[src/rtl/core/itp_pkg.sv]
// shared types, character codes and classification functions for the infix-to-postfix core
`default_nettype none
package itp_pkg;

  localparam int unsigned SYM_W           = 8;
  localparam int unsigned ST_W            = 2;
  localparam int unsigned OUT_TDATA_W     = 16;
  localparam int unsigned DEF_STACK_DEPTH = 32;

  localparam logic [SYM_W-1:0] CH_PLUS  = 8'h2B;
  localparam logic [SYM_W-1:0] CH_MINUS = 8'h2D;
  localparam logic [SYM_W-1:0] CH_MUL   = 8'h2A;
  localparam logic [SYM_W-1:0] CH_DIV   = 8'h2F;
  localparam logic [SYM_W-1:0] CH_OPEN  = 8'h28;
  localparam logic [SYM_W-1:0] CH_CLOSE = 8'h29;
  localparam logic [SYM_W-1:0] CH_NUL   = 8'h00;

  localparam logic [ST_W-1:0] ST_OK       = 2'd0;
  localparam logic [ST_W-1:0] ST_OVERFLOW = 2'd1;
  localparam logic [ST_W-1:0] ST_UNM_CLOSE = 2'd2;
  localparam logic [ST_W-1:0] ST_UNM_OPEN  = 2'd3;

  // classification of the current character and the stack top
  typedef struct packed {
    logic c_alnum;
    logic c_open;
    logic c_close;
    logic c_op;
    logic t_open;
    logic t_pops;
  } itp_cls_t;

  function automatic logic is_op(input logic [SYM_W-1:0] c);
    return (c == CH_PLUS) || (c == CH_MINUS) || (c == CH_MUL) || (c == CH_DIV);
  endfunction

  function automatic logic prec(input logic [SYM_W-1:0] c);
    return (c == CH_MUL) || (c == CH_DIV);
  endfunction

  function automatic logic is_alnum(input logic [SYM_W-1:0] c);
    return ((c >= 8'h30) && (c <= 8'h39)) || ((c >= 8'h41) && (c <= 8'h5A)) ||
           ((c >= 8'h61) && (c <= 8'h7A));
  endfunction

endpackage
`default_nettype wire

[src/rtl/core/itp_ram.sv]
// generic single-write, single-read ram with registered read data
`default_nettype none
module itp_ram #(
  parameter int unsigned WIDTH = 8,
  parameter int unsigned DEPTH = 32
) (
  input  wire logic                     clk,
  input  wire logic                     we,
  input  wire logic [$clog2(DEPTH)-1:0] waddr,
  input  wire logic [WIDTH-1:0]         wdata,
  input  wire logic [$clog2(DEPTH)-1:0] raddr,
  output logic      [WIDTH-1:0]         rdata
);

  logic [WIDTH-1:0] mem [DEPTH];

  always_ff @(posedge clk) begin
    if (we) begin
      mem[waddr] <= wdata;
    end
    rdata <= mem[raddr];
  end

endmodule
`default_nettype wire

[src/rtl/core/itp_cmp.sv]
// shared classify and precedence compare unit used in the idle and loop sequencer steps
`default_nettype none
module itp_cmp
  import itp_pkg::*;
(
  input  wire logic [SYM_W-1:0] cur_sym,
  input  wire logic [SYM_W-1:0] top_sym,
  output itp_cls_t              cls
);

  always_comb begin
    cls.c_alnum = is_alnum(cur_sym);
    cls.c_open  = (cur_sym == CH_OPEN);
    cls.c_close = (cur_sym == CH_CLOSE);
    cls.c_op    = is_op(cur_sym);
    cls.t_open  = (top_sym == CH_OPEN);
    // left-associative: pop while top is an operator of equal or higher precedence
    cls.t_pops  = is_op(top_sym) && (prec(top_sym) >= prec(cur_sym));
  end

endmodule
`default_nettype wire

[src/rtl/core/infix_to_postfix_converter_core.sv]
// top level of the shunting-yard infix-to-postfix converter
// a non-final operand passes through the hold slot and then the output register
// one character is in work at a time (in_tready only in S_IDLE); a push or an unmatched close adds
//   a state, and each stack entry read (each pop and the top test that ends an operator) passes S_FETCH and S_LOOP
// for the ram read; a final character also flushes the stack; output stalls lengthen all of these
// reset (rst_n low, synchronous) empties the stack and drops any pending result
`default_nettype none
module infix_to_postfix_converter_core
  import itp_pkg::*;
#(
  parameter int unsigned STACK_DEPTH = DEF_STACK_DEPTH
) (
  input  wire logic                   clk,
  input  wire logic                   rst_n,
  // input stream
  input  wire logic                   in_tvalid,
  output logic                        in_tready,
  input  wire logic [SYM_W-1:0]       in_tdata,   // [7:0] symbol
  input  wire logic                   in_tlast,   // final_req
  // result stream
  output logic                        out_tvalid,
  input  wire logic                   out_tready,
  output logic [OUT_TDATA_W-1:0]      out_tdata,  // [7:0] out_symbol, [9:8] status, rest zero
  output logic                        out_tlast,  // last_of_run
  output logic                        out_tuser   // expr_done
);

  localparam int unsigned CW = $clog2(STACK_DEPTH + 1);
  localparam int unsigned AW = $clog2(STACK_DEPTH);

  typedef enum logic [2:0] {
    S_IDLE, S_AFTER, S_FETCH, S_LOOP, S_PUSH, S_UNCL, S_FLEND, S_FINISH
  } state_t;

  typedef enum logic [1:0] {PH_OP, PH_CLOSE, PH_FLUSH} phase_t;

  // sequencer and stack pointer
  state_t           state_r, state_nxt;
  phase_t           ph_r, ph_nxt;
  logic [CW-1:0]    cnt_r, cnt_nxt;
  // current character
  logic [SYM_W-1:0] c_r, c_nxt;
  logic             fin_r, fin_nxt;
  logic             open_r, open_nxt;
  // one-deep lookahead slot so the last result of a run can be tagged
  logic             hold_v_r, hold_v_nxt;
  logic [SYM_W-1:0] hold_sym_r, hold_sym_nxt;
  logic [ST_W-1:0]  hold_st_r, hold_st_nxt;
  // output register
  logic             out_v_r, out_v_nxt;
  logic [SYM_W-1:0] out_sym_r, out_sym_nxt;
  logic [ST_W-1:0]  out_st_r, out_st_nxt;
  logic             out_last_r, out_last_nxt;
  logic             out_done_r, out_done_nxt;

  // stack ram
  logic             ram_we;
  logic [SYM_W-1:0] ram_wdata;
  logic [SYM_W-1:0] top_sym;
  logic [CW-1:0]    cnt_dec;

  // shared compare unit
  logic [SYM_W-1:0] cmp_c;
  itp_cls_t         cls;

  // result generation
  logic             out_free;
  logic             gen_ok;
  logic             gen_req;
  logic [SYM_W-1:0] gen_sym;
  logic [ST_W-1:0]  gen_st;
  logic             full;

  assign cnt_dec  = cnt_r - CW'(1);
  assign full     = (cnt_r >= CW'(STACK_DEPTH));
  assign out_free = !out_v_r || out_tready;
  assign gen_ok   = !hold_v_r || out_free;
  assign cmp_c    = (state_r == S_IDLE) ? in_tdata : c_r;

  itp_ram #(
    .WIDTH (SYM_W),
    .DEPTH (STACK_DEPTH)
  ) u_stack (
    .clk   (clk),
    .we    (ram_we),
    .waddr (cnt_r[AW-1:0]),
    .wdata (ram_wdata),
    .raddr (cnt_dec[AW-1:0]),
    .rdata (top_sym)
  );

  itp_cmp u_cmp (
    .cur_sym (cmp_c),
    .top_sym (top_sym),
    .cls     (cls)
  );

  always_comb begin
    state_nxt    = state_r;
    ph_nxt       = ph_r;
    cnt_nxt      = cnt_r;
    c_nxt        = c_r;
    fin_nxt      = fin_r;
    open_nxt     = open_r;
    hold_v_nxt   = hold_v_r;
    hold_sym_nxt = hold_sym_r;
    hold_st_nxt  = hold_st_r;
    out_v_nxt    = out_v_r && !out_tready;
    out_sym_nxt  = out_sym_r;
    out_st_nxt   = out_st_r;
    out_last_nxt = out_last_r;
    out_done_nxt = out_done_r;
    ram_we       = 1'b0;
    ram_wdata    = c_r;
    gen_req      = 1'b0;
    gen_sym      = CH_NUL;
    gen_st       = ST_OK;
    in_tready    = (state_r == S_IDLE);

    case (state_r)
      S_IDLE: begin
        if (in_tvalid) begin
          c_nxt    = in_tdata;
          fin_nxt  = in_tlast;
          open_nxt = 1'b0;
          if (cls.c_alnum) begin
            gen_req   = 1'b1;
            gen_sym   = in_tdata;
            state_nxt = S_AFTER;
          end else if (cls.c_open) begin
            if (full) begin
              gen_req = 1'b1;
              gen_st  = ST_OVERFLOW;
            end else begin
              ram_we    = 1'b1;
              ram_wdata = in_tdata;
              cnt_nxt   = cnt_r + CW'(1);
            end
            state_nxt = S_AFTER;
          end else if (cls.c_close) begin
            ph_nxt    = PH_CLOSE;
            state_nxt = (cnt_r == '0) ? S_UNCL : S_FETCH;
          end else if (cls.c_op) begin
            ph_nxt    = PH_OP;
            state_nxt = (cnt_r == '0) ? S_PUSH : S_FETCH;
          end else begin
            state_nxt = S_AFTER;
          end
        end
      end
      // decide whether the final flush follows
      S_AFTER: begin
        if (fin_r) begin
          ph_nxt    = PH_FLUSH;
          state_nxt = (cnt_r == '0) ? S_FLEND : S_FETCH;
        end else begin
          state_nxt = S_FINISH;
        end
      end
      // stack top read in flight
      S_FETCH: begin
        state_nxt = S_LOOP;
      end
      S_LOOP: begin
        case (ph_r)
          PH_OP: begin
            if (!cls.t_pops) begin
              state_nxt = S_PUSH;
            end else if (gen_ok) begin
              gen_req   = 1'b1;
              gen_sym   = top_sym;
              cnt_nxt   = cnt_dec;
              state_nxt = (cnt_r == CW'(1)) ? S_PUSH : S_FETCH;
            end
          end
          PH_CLOSE: begin
            if (cls.t_open) begin
              cnt_nxt   = cnt_dec;
              state_nxt = S_AFTER;
            end else if (gen_ok) begin
              gen_req   = 1'b1;
              gen_sym   = top_sym;
              cnt_nxt   = cnt_dec;
              state_nxt = (cnt_r == CW'(1)) ? S_UNCL : S_FETCH;
            end
          end
          default: begin
            // final flush: stacked opens are dropped and remembered
            if (cls.t_open) begin
              open_nxt  = 1'b1;
              cnt_nxt   = cnt_dec;
              state_nxt = (cnt_r == CW'(1)) ? S_FLEND : S_FETCH;
            end else if (gen_ok) begin
              gen_req   = 1'b1;
              gen_sym   = top_sym;
              cnt_nxt   = cnt_dec;
              state_nxt = (cnt_r == CW'(1)) ? S_FLEND : S_FETCH;
            end
          end
        endcase
      end
      S_PUSH: begin
        if (full) begin
          if (gen_ok) begin
            gen_req   = 1'b1;
            gen_st    = ST_OVERFLOW;
            state_nxt = S_AFTER;
          end
        end else begin
          ram_we    = 1'b1;
          ram_wdata = c_r;
          cnt_nxt   = cnt_r + CW'(1);
          state_nxt = S_AFTER;
        end
      end
      S_UNCL: begin
        if (gen_ok) begin
          gen_req   = 1'b1;
          gen_st    = ST_UNM_CLOSE;
          state_nxt = S_AFTER;
        end
      end
      S_FLEND: begin
        if (!open_r) begin
          state_nxt = S_FINISH;
        end else if (gen_ok) begin
          gen_req   = 1'b1;
          gen_st    = ST_UNM_OPEN;
          state_nxt = S_FINISH;
        end
      end
      S_FINISH: begin
        // release the held result tagged as last of the run
        if (hold_v_r) begin
          if (out_free) begin
            out_v_nxt    = 1'b1;
            out_sym_nxt  = hold_sym_r;
            out_st_nxt   = hold_st_r;
            out_last_nxt = 1'b1;
            out_done_nxt = fin_r;
            hold_v_nxt   = 1'b0;
            state_nxt    = S_IDLE;
          end
        end else if (fin_r) begin
          // final character with nothing emitted still marks the expression end
          if (out_free) begin
            out_v_nxt    = 1'b1;
            out_sym_nxt  = CH_NUL;
            out_st_nxt   = ST_OK;
            out_last_nxt = 1'b1;
            out_done_nxt = 1'b1;
            state_nxt    = S_IDLE;
          end
        end else begin
          state_nxt = S_IDLE;
        end
      end
      default: begin
        state_nxt = S_IDLE;
      end
    endcase

    // a new result pushes the held one out as a middle result of the run
    if (gen_req) begin
      if (hold_v_r) begin
        out_v_nxt    = 1'b1;
        out_sym_nxt  = hold_sym_r;
        out_st_nxt   = hold_st_r;
        out_last_nxt = 1'b0;
        out_done_nxt = 1'b0;
      end
      hold_v_nxt   = 1'b1;
      hold_sym_nxt = gen_sym;
      hold_st_nxt  = gen_st;
    end
  end

  always_ff @(posedge clk) begin
    if (!rst_n) begin
      state_r  <= S_IDLE;
      ph_r     <= PH_OP;
      cnt_r    <= '0;
      hold_v_r <= 1'b0;
      out_v_r  <= 1'b0;
    end else begin
      state_r  <= state_nxt;
      ph_r     <= ph_nxt;
      cnt_r    <= cnt_nxt;
      hold_v_r <= hold_v_nxt;
      out_v_r  <= out_v_nxt;
    end
    c_r        <= c_nxt;
    fin_r      <= fin_nxt;
    open_r     <= open_nxt;
    hold_sym_r <= hold_sym_nxt;
    hold_st_r  <= hold_st_nxt;
    out_sym_r  <= out_sym_nxt;
    out_st_r   <= out_st_nxt;
    out_last_r <= out_last_nxt;
    out_done_r <= out_done_nxt;
  end

  assign out_tvalid = out_v_r;
  assign out_tdata  = {(OUT_TDATA_W - SYM_W - ST_W)'(0), out_st_r, out_sym_r};
  assign out_tlast  = out_last_r;
  assign out_tuser  = out_done_r;

endmodule
`default_nettype wire

[config.mk]
export PLATFORM = sky130hd
export DESIGN_NAME = infix_to_postfix_converter_core
export DESIGN_NICKNAME = d
export VERILOG_FILES = /design/src/rtl/core/itp_pkg.sv /design/src/rtl/core/itp_ram.sv /design/src/rtl/core/itp_cmp.sv /design/src/rtl/core/infix_to_postfix_converter_core.sv
export SDC_FILE = /design/constraint.sdc
export NUM_CORES = 1
export LEC_CHECK = 0
export BUFFER_PORTS_ARGS = -buffer_cell sky130_fd_sc_hd__buf_2
export CAP_MARGIN = 20
export CORE_MARGIN = 4
export CORE_UTILIZATION = 38
export CTS_BUF_LIST = sky130_fd_sc_hd__clkbuf_4 sky130_fd_sc_hd__clkbuf_8
export DETAILED_ROUTE_END_ITERATION = 6
export MAX_ROUTING_LAYER = met4
export SLEW_MARGIN = 25
export SYNTH_ARGS = -nofsm -noshare
export SYNTH_HDL_FRONTEND = slang
export SYNTH_HIERARCHICAL = 1
export SYNTH_SLANG_ARGS = --single-unit
[constraint.sdc]
create_clock -name clk -period 4.7 [get_ports clk]
set_clock_uncertainty 0.2 [all_clocks]
set_input_delay 0.94 -clock clk [delete_from_list [all_inputs] [get_ports clk]]
set_output_delay 0.94 -clock clk [all_outputs]
set_load 0.05 [all_outputs]
After elaboration in Yosys (flattened, before gate mapping). Memory sizes are Yosys's and may differ from the RTL's. A register that Yosys moved wholly into a read port is not among the register bits. Index checks and enable logic that the tools add are counted. W data, S select, Z words.

Register bits: 45. Bits in latches: 0. Bits in writable memories: 256. Memory bits (read-only): 0. Input port bits: 13. Output and inout port bits: 20. Word-level logic and storage cells: 216. Memories kept: 1.

Memories: u_stack.mem (depth 32, bits a word 8, rd ports 1, clocked after memory_dff 1, wr ports 1, RTL line itp_ram.sv:15) `logic [WIDTH-1:0] mem [DEPTH];`.

$add $sub $neg: 2. $mul: 0. Divide/modulo/power cells: 0. $lt $le $gt $ge: 8. Equality and inequality tests: 33. Shift operators: 0. Mux-type cells: 125. Bitwise operators: 0. Reduce and logical (&&, ||, !) cells: 33.

Operator list (count): $mux W8 (19); $eq A8 B6 Y1 const B (11); $mux W3 (25); $mux W1 (48); $mux W6 (8); $mux W2 (16); $pmux W3 S8 (1); $pmux W6 S3 (1); $ge A8 B7 Y1 const B (2); $le A8 B7 Y1 const B (2); $pmux W8 S2 (1); $eq A3 B3 Y1 const B (4); $logic_or A1 B1 Y1 (12); $ne A2 B2 Y1 const B (6); $ne A4 B4 Y1 const B (3); $reduce_and A5 Y1 (2); $ge A8 B6 Y1 const B (1); $le A8 B6 Y1 const B (1); $pmux W2 S4 (1); $add A6 B1 Y6 const B (1); $eq A3 B2 Y1 const B (2); $eq A6 B1 Y1 const B (1); $ge A6 B6 Y1 const B (1); $logic_not A6 Y1 (1); 21 further kinds (31).

Longest topological paths before layout. Gate-level depths: netlist of the first run.

Word-level depth: 12. Gate-level depth with buffers: 15. Depth with buffers taken out: 12.

By module. The synthesis of the first run kept the hierarchy.

By module, submodules not included: itp_ram (times used 1, cells an instance 417, area an instance 10053.4 um^2, seq. area each 7847.5 um^2); infix_to_postfix_converter_core (times used 1, cells an instance 267, area an instance 2608.8 um^2, seq. area each 1101.1 um^2); itp_cmp (times used 1, cells an instance 26, area an instance 193.9 um^2, seq. area each 0.0 um^2).

Least setup slack after synthesis of the first run. Ideal clock, no wire load.

Path kind: register to register. Start point: register state_r[0]. End point: memory u_stack.mem[0][0] (enable). Setup time: 0.370 ns. Data arrival time: 3.926 ns. Required time: 4.130 ns. Slack: 0.204 ns. Stages on the path, launching flop included: 16. Path buffers: 3. Period minus slack after synthesis: 4.496 ns. Cell sequence: dfxtp_1 > buf_6 > or3_1 > inv_1 > clkbuf_1 > nand2_1 > nand2_1 > nor3b_2 > nand3_1 > nor4_1 > and3b_1 > o21ai_0 > nor2_1 > or3b_2 > clkbuf_1 > nor2_1.

RTL lines: start, declared (RTL line infix_to_postfix_converter_core.sv:38) `state_t state_r, state_nxt;`; start signal, assigned (RTL line infix_to_postfix_converter_core.sv:286) `state_r <= state_nxt;`; end, declared (RTL line itp_ram.sv:15).

==> results.cfg, run 1 <==
[finish]
area_delta_synth_final_pct = 14.1
fillCellCount = 2906
final_nets = 820
drive_gt1_share_pct = 35.0
postLayoutCoreUtil_pct = 43.8
finalInstanceArea_mm2 = 0.0147
diodes = 0
multiInputGateArea_mm2 = 0.00368
register_area_mm2 = 0.00895

[logic_synthesis]
seq_area_frac_synth_pct = 69.6
syn_inst = 710
yosys.area.top_type = edfxtp_1
synthTopCellsByArea = edfxtp_1, mux4_2, dfxtp_1, nor2_1, mux2_2
synth_edf_count = 276
yosys_warnings = 6
synth_top_flop_cell = edfxtp_1
synthDistinctLibCells = 76
synth_seq_cells = 309
synth_top_area_share_pct = 64.5
syn-cell-area_mm2 = 0.0129
avgSynthCellArea_um2 = 18.1
async_reset_ff_share_pct = 0

[place]
place_area_mm2 = 0.0137
hpwl_um = 17600
gp_congestion = 0.840
dp_slack_ns = 0.290
port_buffers = 26

[worst_hold_path]
min_from = hold_sym_r[3]$_DFFE_PN_
holdPathEnd = out_sym_r[3]$_DFF_P_
min_path_type = flop to flop
hold_depth = 1

[critical_path]
path_delay_family = simple AND/OR/NAND/NOR gates
worstPathRequired_ns = 4.78
path_buf_inv = 2
arrival_ns = 4.29
r2r-end = u_stack/mem[16][5]$_DFFE_PP_
cp_slowest_stage_delay_ns = 0.56
cp_slowest_cell = or3b_2
crit_path_max_fanout = 12
critPathLaunchType = flop
critPathKind = flop to flop
path_cells = or3_1 -> inv_1 -> nand2_1 -> nand2_1 -> o21ai_0 -> a311oi_1 -> o41ai_2 -> and3b_1 -> o21ai_0 -> nor2_1 -> or3b_2 -> nor2_1 -> buf_4
r2r_slack_ns = 0.49
reg2reg_from = state_r[2]$_SDFFE_PN0P_
cp-end-kind = flop
worstRegToRegCells = 13

[floorplanning]
dieArea_mm2 = 0.0368
placementRows = 67
die_height_um = 192
start_util_pct = 38.4
core_area_mm2 = 0.0334
die_x_um = 192
pin_count = 33

[clocking]
numCtsBuffers = 50
clock_latency_ns = 0.57
clk_pin_slew_ns = 0.06
htreeDepth = 2
clock_sinks = 309
holdBufCountCts = 0
cts_tree = built
cts_buffer_depth = 3
postCtsSetupBuffers = 0
root_buffer = clkbuf_8

[pwr]
clock_power_share_pct = 23.4
p_int_mw = 6.08
vdd_drop_max_mv = 0.297
post-layout-total-power_mw = 9.27
netSwitchingFraction_pct = 34.5
p_switching_mw = 3.20
sequentialPowerShare_pct = 37.7
combPwrFrac_pct = 38.9
leakagePower_nw = 4.91
pwr_density_cell_mw_per_mm2 = 632

[global_routing]
grt_max_degree = 44
grt_antenna_before_repair = 0
grt_pass1_wl_um = 42900
grt_pass1_vias = 6972
grt-ovfl-total = 0
grt_usage_pct = 15.7

[detailed_routing]
antenna_left = 0
wl_met2_um = 13200
met3WireLength_um = 1400
dr.pass1.iters = 4
wl_um = 27300
avgViaCountPerCell = 5.21
wl_met1_um = 12200
drt_first_iter_violations = 444
drc = 0
wl_per_cell_um = 21.3
via_count = 6684
dr.max_layer_used = met4

[timing]
final.min_clock_period_ns = 4.21
fmax_mhz = 237
setup_violations = 0
timing.final.ws_setup_ns = 0.487
finalSetupTns_ns = 0
worst_slew_pin_slew_ns = 0.903
rsz0062_at_grt = false
post-route-period-util_pct = 89.6
final_max_slew_viol_count = 0
slew_headroom_pct = 39.8
hold_viol_final = 0

[run_status]
outcome = finished clean

[flow_run]
cap_violations = 0
-- power by group through the flow --
stage	combinational [mW]	clock (mW)	sequential [mW]
detailed placement	3.64	0	3.55
global route	3.88	2.37	3.52
floorplan	2.52	0	3.66
global placement	3.64	0	3.55
CTS	3.65	2.23	3.50
finish	3.61	2.17	3.50
-- what timing repair did --
action | 4_1_cts | 5_1_grt
endpoints found under the hold margin | 0 | 0
resized for setup | 0 | 1
setup endpoints to repair | 0 | 3
-- flip-flops by register name, summed over array words and instances (netlist names), 3 cells and up --
register	cells
state_r	3
hold_sym_r	8
u_stack/rdata	8
cnt_r	6
u_stack/mem	256
out_sym_r	8
c_r	8
-- cell usage in the layout (no fill, tap or decap), types with 3 or more instances in the layout --
master,instances
a211oi_1,5
a21oi_1,15
a22o_2,16
and3_1,3
and3b_1,3
buf_2,26
buf_4,49
clkbuf_4,17
clkbuf_8,52
clkinv_1,11
clkinv_2,4
conb_1,6
dfxtp_1,33
edfxtp_1,276
ha_1,4
inv_1,8
mux2_2,16
mux4_2,80
nand2_1,43
nand2b_1,5
nand3_1,7
nand3b_1,10
nand4_1,3
nor2_1,53
nor3_1,3
o21ai_0,11
o2bb2ai_1,3
o31ai_1,3
or3_1,5
or3b_2,3
-- stage by stage --
| stage | hold slack, ns | instances |
|---|---|---|
| after floorplan | 0.242 | 715 |
| after global placement | 0.248 | 1199 |
| after detailed placement | 0.258 | 1199 |
| after CTS | 0.268 | 1284 |
| after global routing | 0.280 | 1284 |
| final | 0.265 | 1284 |
-- per-layer routing --
| metal | track usage, % | vias up |
|---|---|---|
| met5 | - | - |
| met4 | 4.48 | 0 |
| met3 | 3.25 | 46 |
| met2 | 24.3 | 153 |
| met1 | 21.4 | 3430 |
| li1 | - | 3055 |
-- synth_stat cells, drive strengths merged, types with 2 or more instances --
| master | number |
|---|---|
| and3 | 3 |
| buf | 27 |
| nand2b | 5 |
| o21ai | 11 |
| and3b | 3 |
| nand3b | 11 |
| xor2 | 3 |
| o2bb2ai | 3 |
| inv | 10 |
| clkbuf | 12 |
| mux2 | 16 |
| nor3 | 5 |
| edfxtp | 276 |
| o31ai | 3 |
| a21boi | 2 |
| a211oi | 6 |
| o221a | 2 |
| or3 | 5 |
| nand3 | 7 |
| o2111ai | 2 |
| nor2b | 2 |
| a22oi | 2 |
| nor4 | 5 |
| nor3b | 3 |
| a31oi | 2 |
| dfxtp | 33 |
| a32oi | 2 |
| nand4 | 3 |
| o22ai | 2 |
| o21a | 2 |
| or3b | 3 |
| mux4 | 80 |
| nor2 | 57 |
| a22o | 17 |
| ha | 4 |
| nand2 | 43 |
| a311oi | 3 |
| o41ai | 2 |
| a21oi | 15 |
-- how the worst max path moves through the flow --
stage / startpoint / cells after the start / slack [ns] / to
after detailed placement: in_tdata[2] / 11 / 0.29 / u_stack/mem[24][7]$_DFFE_PP_
after global routing: state_r[2]$_SDFFE_PN0P_ / 13 / 0.13 / u_stack/mem[16][5]$_DFFE_PP_
after CTS: state_r[2]$_SDFFE_PN0P_ / 12 / 0.41 / u_stack/mem[24][5]$_DFFE_PP_
after global placement: in_tdata[2] / 11 / 0.45 / u_stack/mem[24][7]$_DFFE_PP_
after floorplan: state_r[0]$_SDFFE_PN0P_ / 15 / 0.20 / u_stack/mem[0][0]$_DFFE_PP_
final: state_r[2]$_SDFFE_PN0P_ / 13 / 0.49 / u_stack/mem[16][5]$_DFFE_PP_
-- cells by family (layout without fill, tap and decap cells) --
logic type	Yosys count	count (layout)	share of synthesized area, %
multiplexers	96	96	15.4
adder cells (fa/ha/maj)	4	4	0.389
AO/OA/AOI/OAI	84	84	5.28
flip-flops	309	309	69.6
AND/OR/NAND/NOR	162	162	6.90
other	1	6	0.0292
buffers and inverters	50	171	2.10
XOR/XNOR	4	4	0.273
-- area by class of cell --
class | count | share of cell area (%)
repair buffers | 75 | 3.40
well taps | 448 | 3.82
clock buffers | 69 | 5.75
multi-input cells | 356 | 25.1
clock inverters | 16 | 0.580
inverters | 11 | 0.299
flip-flops and latches | 309 | 61.0
No activity file was read; power rests on OpenSTA's default activity.
==> inputs of run 2 (changes only) <==
- CORE_UTILIZATION: 38 -> 60
- CTS_BUF_LIST: sky130_fd_sc_hd__clkbuf_4 sky130_fd_sc_hd__clkbuf_8 -> sky130_fd_sc_hd__clkbuf_8
- PLACE_DENSITY: unset -> 0.77
==> run 2 against run 1 <==
Effect of this change:
- die area shrank 35%
- first-iteration DRC count grew 32%
- fmax shrank 5.9%
- worst hold slack gained 0.0089 ns
- design area shrank 2.7%
- core utilization grew 24 points
- combinational power is essentially flat
- register-to-register slack lost 0.26 ns
- total power shrank 1.6%
==> results.cfg, run 2 (synthesized netlist as in run 1, its figures left out) <==
[timing]
timing.hold.ws_ns = 0.274
rsz0062_at_grt = true
worst_slew_pin_slew_ns = 0.894
fmax_mhz = 223
final_max_slew_viol_count = 0
finalSetupTns_ns = 0
final.min_clock_period_ns = 4.48
timing.final.ws_setup_ns = 0.223
hold_viol_final = 0
post-route-period-util_pct = 95.2
slew_headroom_pct = 40.2
setup_violations = 0

[clocking]
clock_latency_ns = 0.56
clk_pin_slew_ns = 0.06
htreeDepth = 2
clock_sinks = 309
root_buffer = clkbuf_8
cts_tree = built
postCtsSetupBuffers = 0
cts_buffer_depth = 3
numCtsBuffers = 48

[worst_hold_path]
min_from = hold_sym_r[2]$_DFFE_PN_
min_path_type = flop to flop

[critical_path]
worstPathRequired_ns = 4.68
critPathKind = flop to flop
crit_path_max_fanout = 12
critPathLaunchType = flop
path_buf_inv = 1
cp_slowest_cell = nor2_1
startpoint = state_r[2]$_SDFFE_PN0P_
cp-end-kind = flop
path_delay_family = simple AND/OR/NAND/NOR gates
path_cells = or3_1 -> inv_1 -> nand2_1 -> nand2_1 -> o21ai_0 -> a311oi_1 -> o41ai_2 -> and3b_1 -> o21ai_0 -> nor2_1 -> nand3b_1 -> nor2_1
reg2reg_from = state_r[2]$_SDFFE_PN0P_
arrival_ns = 4.46
cp_slowest_stage_delay_ns = 0.75

[finish]
finalInstanceArea_mm2 = 0.0143
largest_reg_flops = 256
final_nets = 799
final_cells = 1099
final_cell_mix = edfxtp_1, mux4_2, nor2_1, clkbuf_8, nand2_1
postLayoutCoreUtil_pct = 67.9
area_delta_synth_final_pct = 11.0
final_common_cell = edfxtp_1
drive_gt1_share_pct = 31.5
regMostFlops = u_stack/mem

[detailed_routing]
wl_per_cell_um = 24.9
antenna_left = 0
via_count = 7032
drt_first_iter_violations = 588
wl_um = 27300
dr.pass1.iters = 5
avgViaCountPerCell = 6.40
drc = 0

[floorplanning]
placementRows = 53
pin_count = 33
dieArea_mm2 = 0.0238
core_area_mm2 = 0.0210
die_height_um = 154
start_util_pct = 61.2
die_x_um = 154

[run_status]
outcome = finished clean

[global_routing]
grt_pass1_wl_um = 42300
grt_pass1_vias = 7127
grt_antenna_before_repair = 3
grt-ovfl-total = 0
grt_max_degree = 36
grt_usage_pct = 24.2

[pwr]
pwr_density_cell_mw_per_mm2 = 639
post-layout-total-power_mw = 9.12
leakagePower_nw = 4.85
vdd_drop_max_mv = 0.314

[place]
dp_slack_ns = 0.347
port_buffers = 26
place_area_mm2 = 0.0134
dp.cells = 1007
gp_congestion = 0.913
hpwl_um = 17100

[flow_run]
cap_violations = 0
## run 2: repair_timing
| action | 4_1_cts | 5_1_grt |
|---|---|---|
| hold buffers | 0 | 0 |
| setup endpoints to repair | 0 | 16 |
| gates resized for setup | 0 | 1 |
## run 2: where the power goes
group / switching (mW) / total [mW] / internal, mW / leakage (nW)
sequential: 0.146 / 3.50 / 3.35 / 2.76
clock: 0.996 / 2.00 / 1.01 / 0.532
combinational: 2.04 / 3.62 / 1.58 / 1.56
total: 3.18 / 9.12 / 5.94 / 4.85
## run 2: path summary, 6_finish.rpt
| kind | end | slack [ns] | depth (start not counted) |
|---|---|---|---|
| setup / recovery | u_stack/mem[21][2]$_DFFE_PP_ | 0.22 | 12 |
| hold / removal | out_sym_r[2]$_DFF_P_ | 0.27 | 1 |
| setup reg to reg | u_stack/mem[21][2]$_DFFE_PP_ | 0.22 | 12 |
| hold reg to reg | out_sym_r[2]$_DFF_P_ | 0.27 | 1 |
## run 2: layout make-up
class,count,area (um^2)
inverters,11,43.8
fillers,1340,6760
repair buffers,56,380
clock buffers,51,702
multi-input cells,356,3680
flip-flops and latches,309,8950
clock inverters,38,163
well taps,275,344
diodes,3,7.51
## run 2: per-layer routing
metal	part of all wire [%]	wire, um	track usage [%]
met5	0	0	-
met4	2.9	794	7.86
met3	9.6	2610	6.74
met2	49	13400	37.6
met1	39	10600	31.7
